**src/rtl/core/v3au_pkg.sv**
```systemverilog
// ---------------------------------------------------------------------------
// v3au_pkg: shared types for the vec3 arithmetic unit
// Word formats, opcodes, pipeline carry records and the saturation helper.
// ---------------------------------------------------------------------------
package v3au_pkg;

   localparam int DATA_W = 32;             // signed fixed-point word
   localparam int SAT_W  = 2 * DATA_W + 2; // widest intermediate before saturation

   typedef logic signed [DATA_W-1:0] word_type;

   typedef enum logic [2:0] {
      OP_ADD    = 3'd0,
      OP_SUB    = 3'd1,
      OP_NEG    = 3'd2,
      OP_SCALE  = 3'd3,
      OP_DOT    = 3'd4,
      OP_LENGTH = 3'd5,
      OP_NORM   = 3'd6
   } op_type;

   typedef struct packed {
      op_type   opcode;
      word_type a_x;
      word_type a_y;
      word_type a_z;
      word_type b_x;
      word_type b_y;
      word_type b_z;
      word_type scale;
   } req_type;

   typedef struct packed {
      word_type r_x;
      word_type r_y;
      word_type r_z;
      word_type r_scalar;
      logic     overflow;
   } rsp_type;

   typedef struct packed {
      word_type val;
      logic     ovf;
   } sat_type;

   // one lane's registered results
   typedef struct packed {
      sat_type                  add;
      sat_type                  sub;
      sat_type                  neg;
      logic signed [2*DATA_W-1:0] prod_ab;
      logic signed [2*DATA_W-1:0] prod_ac;
      logic [2*DATA_W-1:0]      sq;
   } lane_type;

   // travels down the long pipeline beside each word
   typedef struct packed {
      op_type   opcode;
      word_type a_x;
      word_type a_y;
      word_type a_z;
      rsp_type  rsp;
   } carry_type;

   localparam word_type WORD_MAX = {1'b0, {(DATA_W-1){1'b1}}};
   localparam word_type WORD_MIN = {1'b1, {(DATA_W-1){1'b0}}};

   function automatic sat_type sat_word(input logic signed [SAT_W-1:0] v);
      sat_type r;
      logic    hi_ones;
      logic    hi_zeros;
      hi_ones  = &v[SAT_W-1:DATA_W-1];
      hi_zeros = ~|v[SAT_W-1:DATA_W-1];
      r.ovf    = !(hi_ones || hi_zeros);
      r.val    = r.ovf ? (v[SAT_W-1] ? WORD_MIN : WORD_MAX) : v[DATA_W-1:0];
      return r;
   endfunction

endpackage

```
**src/rtl/core/v3au_merge.sv**
```systemverilog
// ---------------------------------------------------------------------------
// v3au_merge: combines the three lanes
// Picks the result of the direct ops, sums the dot product and the squares.
// ---------------------------------------------------------------------------
module v3au_merge #(
   parameter int FRAC_BITS = 16
) (
   input  logic                   clock,
   input  logic                   reset,
   input  logic                   valid,
   input  v3au_pkg::carry_type    carry,
   input  v3au_pkg::lane_type     lane [3],
   output logic                   valid_ff,
   output v3au_pkg::carry_type    carry_ff,
   output logic [2*v3au_pkg::DATA_W-1:0] rad_ff
);
   import v3au_pkg::*;

   carry_type              carry_in;
   logic [2*DATA_W-1:0]    rad_in;
   sat_type                scl [3];
   sat_type                dot;
   logic signed [SAT_W-1:0] dot_sum;

   always_comb begin
      for (int i = 0; i < 3; i++) begin
         scl[i] = sat_word(SAT_W'($signed(lane[i].prod_ac)) >>> FRAC_BITS);
      end
      dot_sum = SAT_W'($signed(lane[0].prod_ab)) + SAT_W'($signed(lane[1].prod_ab))
              + SAT_W'($signed(lane[2].prod_ab));
      dot     = sat_word(dot_sum >>> FRAC_BITS);
      rad_in  = lane[0].sq + lane[1].sq + lane[2].sq;

      carry_in     = carry;
      carry_in.rsp = '0;
      unique case (carry.opcode)
         OP_ADD: begin
            carry_in.rsp = '{lane[0].add.val, lane[1].add.val, lane[2].add.val, '0,
                             lane[0].add.ovf | lane[1].add.ovf | lane[2].add.ovf};
         end
         OP_SUB: begin
            carry_in.rsp = '{lane[0].sub.val, lane[1].sub.val, lane[2].sub.val, '0,
                             lane[0].sub.ovf | lane[1].sub.ovf | lane[2].sub.ovf};
         end
         OP_NEG: begin
            carry_in.rsp = '{lane[0].neg.val, lane[1].neg.val, lane[2].neg.val, '0,
                             lane[0].neg.ovf | lane[1].neg.ovf | lane[2].neg.ovf};
         end
         OP_SCALE: begin
            carry_in.rsp = '{scl[0].val, scl[1].val, scl[2].val, '0,
                             scl[0].ovf | scl[1].ovf | scl[2].ovf};
         end
         OP_DOT: begin
            carry_in.rsp = '{'0, '0, '0, dot.val, dot.ovf};
         end
         default: begin
            carry_in.rsp = '0;  // length, normalize filled later; code 7 stays zero
         end
      endcase
   end

   always_ff @(posedge clock) begin
      if (reset) begin
         valid_ff <= 1'b0;
      end else begin
         valid_ff <= valid;
      end
      carry_ff <= carry_in;
      rad_ff   <= rad_in;
   end

endmodule

```
**config.mk**
```make
export PLATFORM = sky130hd
export DESIGN_NAME = v3au_merge
export DESIGN_NICKNAME = d
export VERILOG_FILES = /design/src/rtl/core/v3au_pkg.sv /design/src/rtl/core/v3au_merge.sv
export SDC_FILE = /design/constraint.sdc
export NUM_CORES = 1
export LEC_CHECK = 0
export ABC_AREA = 0
export ABC_CLOCK_PERIOD_IN_PS = 4650
export BUFFER_PORTS_ARGS = -buffer_cell sky130_fd_sc_hd__buf_2
export CAP_MARGIN = 20
export CORE_AREA = 2 2 546 548
export DETAILED_ROUTE_END_ITERATION = 6
export DIE_AREA = 0 0 548 550
export GPL_ROUTABILITY_DRIVEN = 0
export PLACE_DENSITY = 0.3
export SLEW_MARGIN = 15
export SYNTH_ARGS = -nofsm -noshare
export SYNTH_HDL_FRONTEND = slang
export SYNTH_SLANG_ARGS = --single-unit
```
**constraint.sdc**
```tcl
create_clock -name clock -period 4.65 [get_ports clock]
set_input_delay 0.2325 -clock clock [delete_from_list [all_inputs] [get_ports clock]]
set_output_delay 0.2325 -clock clock [all_outputs]
set_load 0.02 [all_outputs]
```
==> results.rst <==
.. list-table::
   :header-rows: 1

   * - Metric
     - Value
   * - Instance count of the mapped netlist
     - ~2300
   * - Slew @ Worst Pin
     - approximately 0.97 ns
   * - Total of flip-flops plus latches after synthesis
     - 293
   * - Antenna violation net count after detailed routing
     - 0
   * - Hold crit path type
     - in -> reg
   * - First DRT Iteration DRCs
     - 1526
   * - Ratio of cells with drive above 1 in the final layout
     - 38.7%
   * - Worst hold slack across all endpoints
     - ~0.09 ns
   * - Post-synthesis instance area
     - roughly 20000 µm²
   * - Final non-filler cell area
     - 36500 µm²
   * - Cell row count
     - 200
   * - Die height
     - 550 µm
   * - Proportion of register bits with asynchronous set or reset after synthesis
     - 0%
   * - Clock transition at the registers of the reported paths
     - 0.07 ns
   * - Synthesis-to-finish area growth
     - 80.3%
   * - Startpoint type of the worst setup path
     - input pin
   * - Multi-input combinational cell area
     - between 10000 and 15000 µm²
   * - Worst endpoint data arrival time
     - 4.93 ns
   * - Number of buffers added by the clock tree synthesis step
     - 43
   * - Maximum number of pins on one net before global-route repair
     - slightly below 90
   * - Total number of vias
     - around 25000
   * - Final standard cell count with taps included and fillers excluded
     - 7885
   * - Post-synth EDFFs
     - 0
   * - Starting Density
     - 6.85%
   * - Synthesized net count
     - around 3700
   * - Leakage power
     - approximately 0.016 µW
   * - Clock period minus final worst setup slack
     - approximately 4.4 ns
   * - Core area
     - between 200000 and 300000 µm²
   * - Post-synth top area share
     - between 20% and 30%
   * - Utilization after layout
     - 12.4%
   * - Final wirelength
     - 175000 µm
   * - Antenna violations before repair
     - between 100 and 150
   * - Wire length per cell
     - 22.2 µm
   * - Final period util
     - between 90% and 100%
   * - Flip-flop and latch area
     - 5870 µm²
   * - Setup violators final
     - 0
   * - Final count of hold timing violations
     - 0
   * - Total power divided by cell area
     - between 300 and 400 nW/µm²
   * - Required arrival time at the worst endpoint
     - about 5.2 ns
   * - Postcts setup bufs
     - 0
   * - Run status
     - complete, no violations
   * - Commonest cells in the synthesized netlist
     - dfxtp_1 (293), a21oi_1 (242), nor2_1 (217)
   * - VDD IR-drop max
     - around 0.00025 V
   * - TritonCTS clock tree
     - built
   * - Total power draw
     - 12900 µW
   * - Worst-path fanout max
     - 3
   * - Number of different library cells in the post-synthesis netlist
     - around 80
   * - Syn. warnings
     - 0
   * - Primary flip-flop cell chosen by synthesis mapping
     - dfxtp_1
   * - H-tree levels
     - 2
   * - Sequential share of the synthesized area
     - 29.0%
   * - Die outline width
     - between 500 and 600 µm
   * - Overall track demand over capacity in global routing
     - between 10% and 20%
   * - Count of buffers from port buffering
     - between 1000 and 1500
   * - Final-report max-slew violation count
     - 0
   * - Maximum clock rate
     - 0.227 GHz
   * - DRC violations left
     - 0
   * - Fill cell instance count of the final layout
     - 34200
   * - Detailed Place HPWL
     - about 160000 µm
   * - Category of the most critical setup path
     - in -> reg
   * - Area contributors post-synth
     - dfxtp_1 (29%), fa_1 (13%), ha_1 (7.8%)
   * - Start point of the critical path
     - lane[583]
   * - Headroom to the max-slew limit
     - 34.8%
   * - Syn Area/Cell
     - just under 9 µm²
   * - Max-capacitance violation count
     - 0
   * - Global-route wire length before repair
     - roughly 230000 µm
   * - Total Die Area
     - 301000 µm²
   * - Number of nets at the end of the flow
     - 5228
   * - Hold path depth
     - 3
   * - Total gr overflow
     - 0
   * - Most used standard cell by instance count after synthesis
     - dfxtp_1
   * - First-pass detailed-route iteration total
     - 5
   * - Start point of the worst min-delay path
     - lane[803]
   * - Buffer levels on the longest clock path
     - 3
   * - Number of placed instances, taps included
     - 7474
   * - Cell chosen for the clock root
     - clkbuf_16
   * - Crit. End Element
     - register
   * - Synth area leader
     - dfxtp_1
   * - Hold Crit Endpoint
     - carry_ff[125]$_DFF_P_
   * - Top Ports
     - 1397
   * - Post-placement cell area
     - approximately 32000 µm²
   * - Number of clock sinks seen by CTS
     - 293
   * - Routed vias/inst
     - between 3 and 4
   * - Via count of the first global-routing pass
     - around 25000
-- power breakdown --
| part | total, µW | internal, µW | switching (µW) | leakage (µW) |
|---|---|---|---|---|
| clock | 3770 | 2220 | 1550 | 0.000769 |
| sequential | 3090 | 2930 | 162 | 0.00245 |
| combinational | 6040 | 2260 | 3780 | 0.0129 |
| total | 12900 | 7410 | 5490 | 0.0161 |
-- stage by stage --
step / TNS (ns) / worst slack, ns
finish: 0 / 0.235
global route: -0.00216 / -0.00216
CTS: 0 / 0.0861
detailed placement: -9.61 / -0.348
global placement: -8.02 / -0.309
floorplan: 0 / 0.681
-- layout by cell type, fill, tap and decap left out, drive strengths merged, types with 73 or more instances in the layout --
cell type    Yosys  routed
o21ai          155     155
nand2          148     148
buf             35    1356
ha             126     126
inv             97     103
dlygate4sd3      0     291
nor2           217     217
fa             127     127
a21oi          244     244
dfxtp          293     293
a211oi          79      79
a21o            73      73
-- sequential cells by signal, indices dropped and copies added, names as in the netlist --
register and flops:
carry_ff 228, rad_ff 64, valid_ff 1
-- cells by family (layout without fill, tap and decap cells) --
logic type	count (synthesis)	count (layout)	share of synthesized area, %
AOI/OAI and AO/OA	742	742	23.5
muxes	66	66	3.45
xor gates and xnor gates	106	106	4.58
other	0	40	0
DFF	293	293	29.0
and+or+nand+nor	621	621	14.6
adders and majority gates	253	253	20.3
buffers and inverters	224	1825	4.53
-- per-layer routing --
| metal | share of wire, % | routed length, µm | global-route usage (%) | vias to the layer above |
|---|---|---|---|---|
| li1 | - | - | - | 11400 |
| met1 | 41 | 71900 | 13.1 | 11500 |
| met2 | 47 | 81800 | 18.8 | 1211 |
| met3 | 9.4 | 16400 | 4.32 | 262 |
| met4 | 2.7 | 4710 | 2.72 | 56 |
| met5 | 0.21 | 363 | 0 | - |
-- worst max-delay path by stage --
stage / to / slack [ns]
floorplan: carry_ff[7]$_DFF_P_ / 0.68
global placement: carry_ff[1]$_DFF_P_ / -0.31
detailed placement: carry_ff[1]$_DFF_P_ / -0.35
CTS: rad_ff[63]$_DFF_P_ / 0.09
global route: rad_ff[63]$_DFF_P_ / -0.002
finish: rad_ff[63]$_DFF_P_ / 0.24
-- cell type report --
type                    instances  share of cell area [%]
diodes                         40                   0.274
multi-input cells            1788                    37.1
flip-flops and latches        293                    16.1
inverters                      97                   0.997
repair buffers               1648                    27.8
well taps                    3939                    13.5
clock buffers                  48                    3.08
clock inverters                32                    1.19
-- what timing repair did --
item                                    in CTS  in global routing
hold endpoints to repair                   191                  0
endpoints found under the setup margin       0                  7
hold buffers                               291                  0
resized for setup                            0                  2
-- worst max-delay path, cell delays in order --
cell	delay, ns
dlygate4sd3_1	0.55
buf_2	0.13
fa_1	0.48
ha_1	0.16
inv_1	0.06
fa_1	0.45
nor2b_1	0.18
o2111ai_1	0.21
a211oi_1	0.32
a211oi_1	0.12
buf_4	0.18
o41ai_4	0.41
buf_4	0.21
a21oi_1	0.09
o21ai_1	0.22
a31o_2	0.27
o31a_1	0.22
a221o_1	0.19
a21oi_1	0.10
xnor2_1	0.13
No activity file was read; power rests on OpenSTA's default activity.
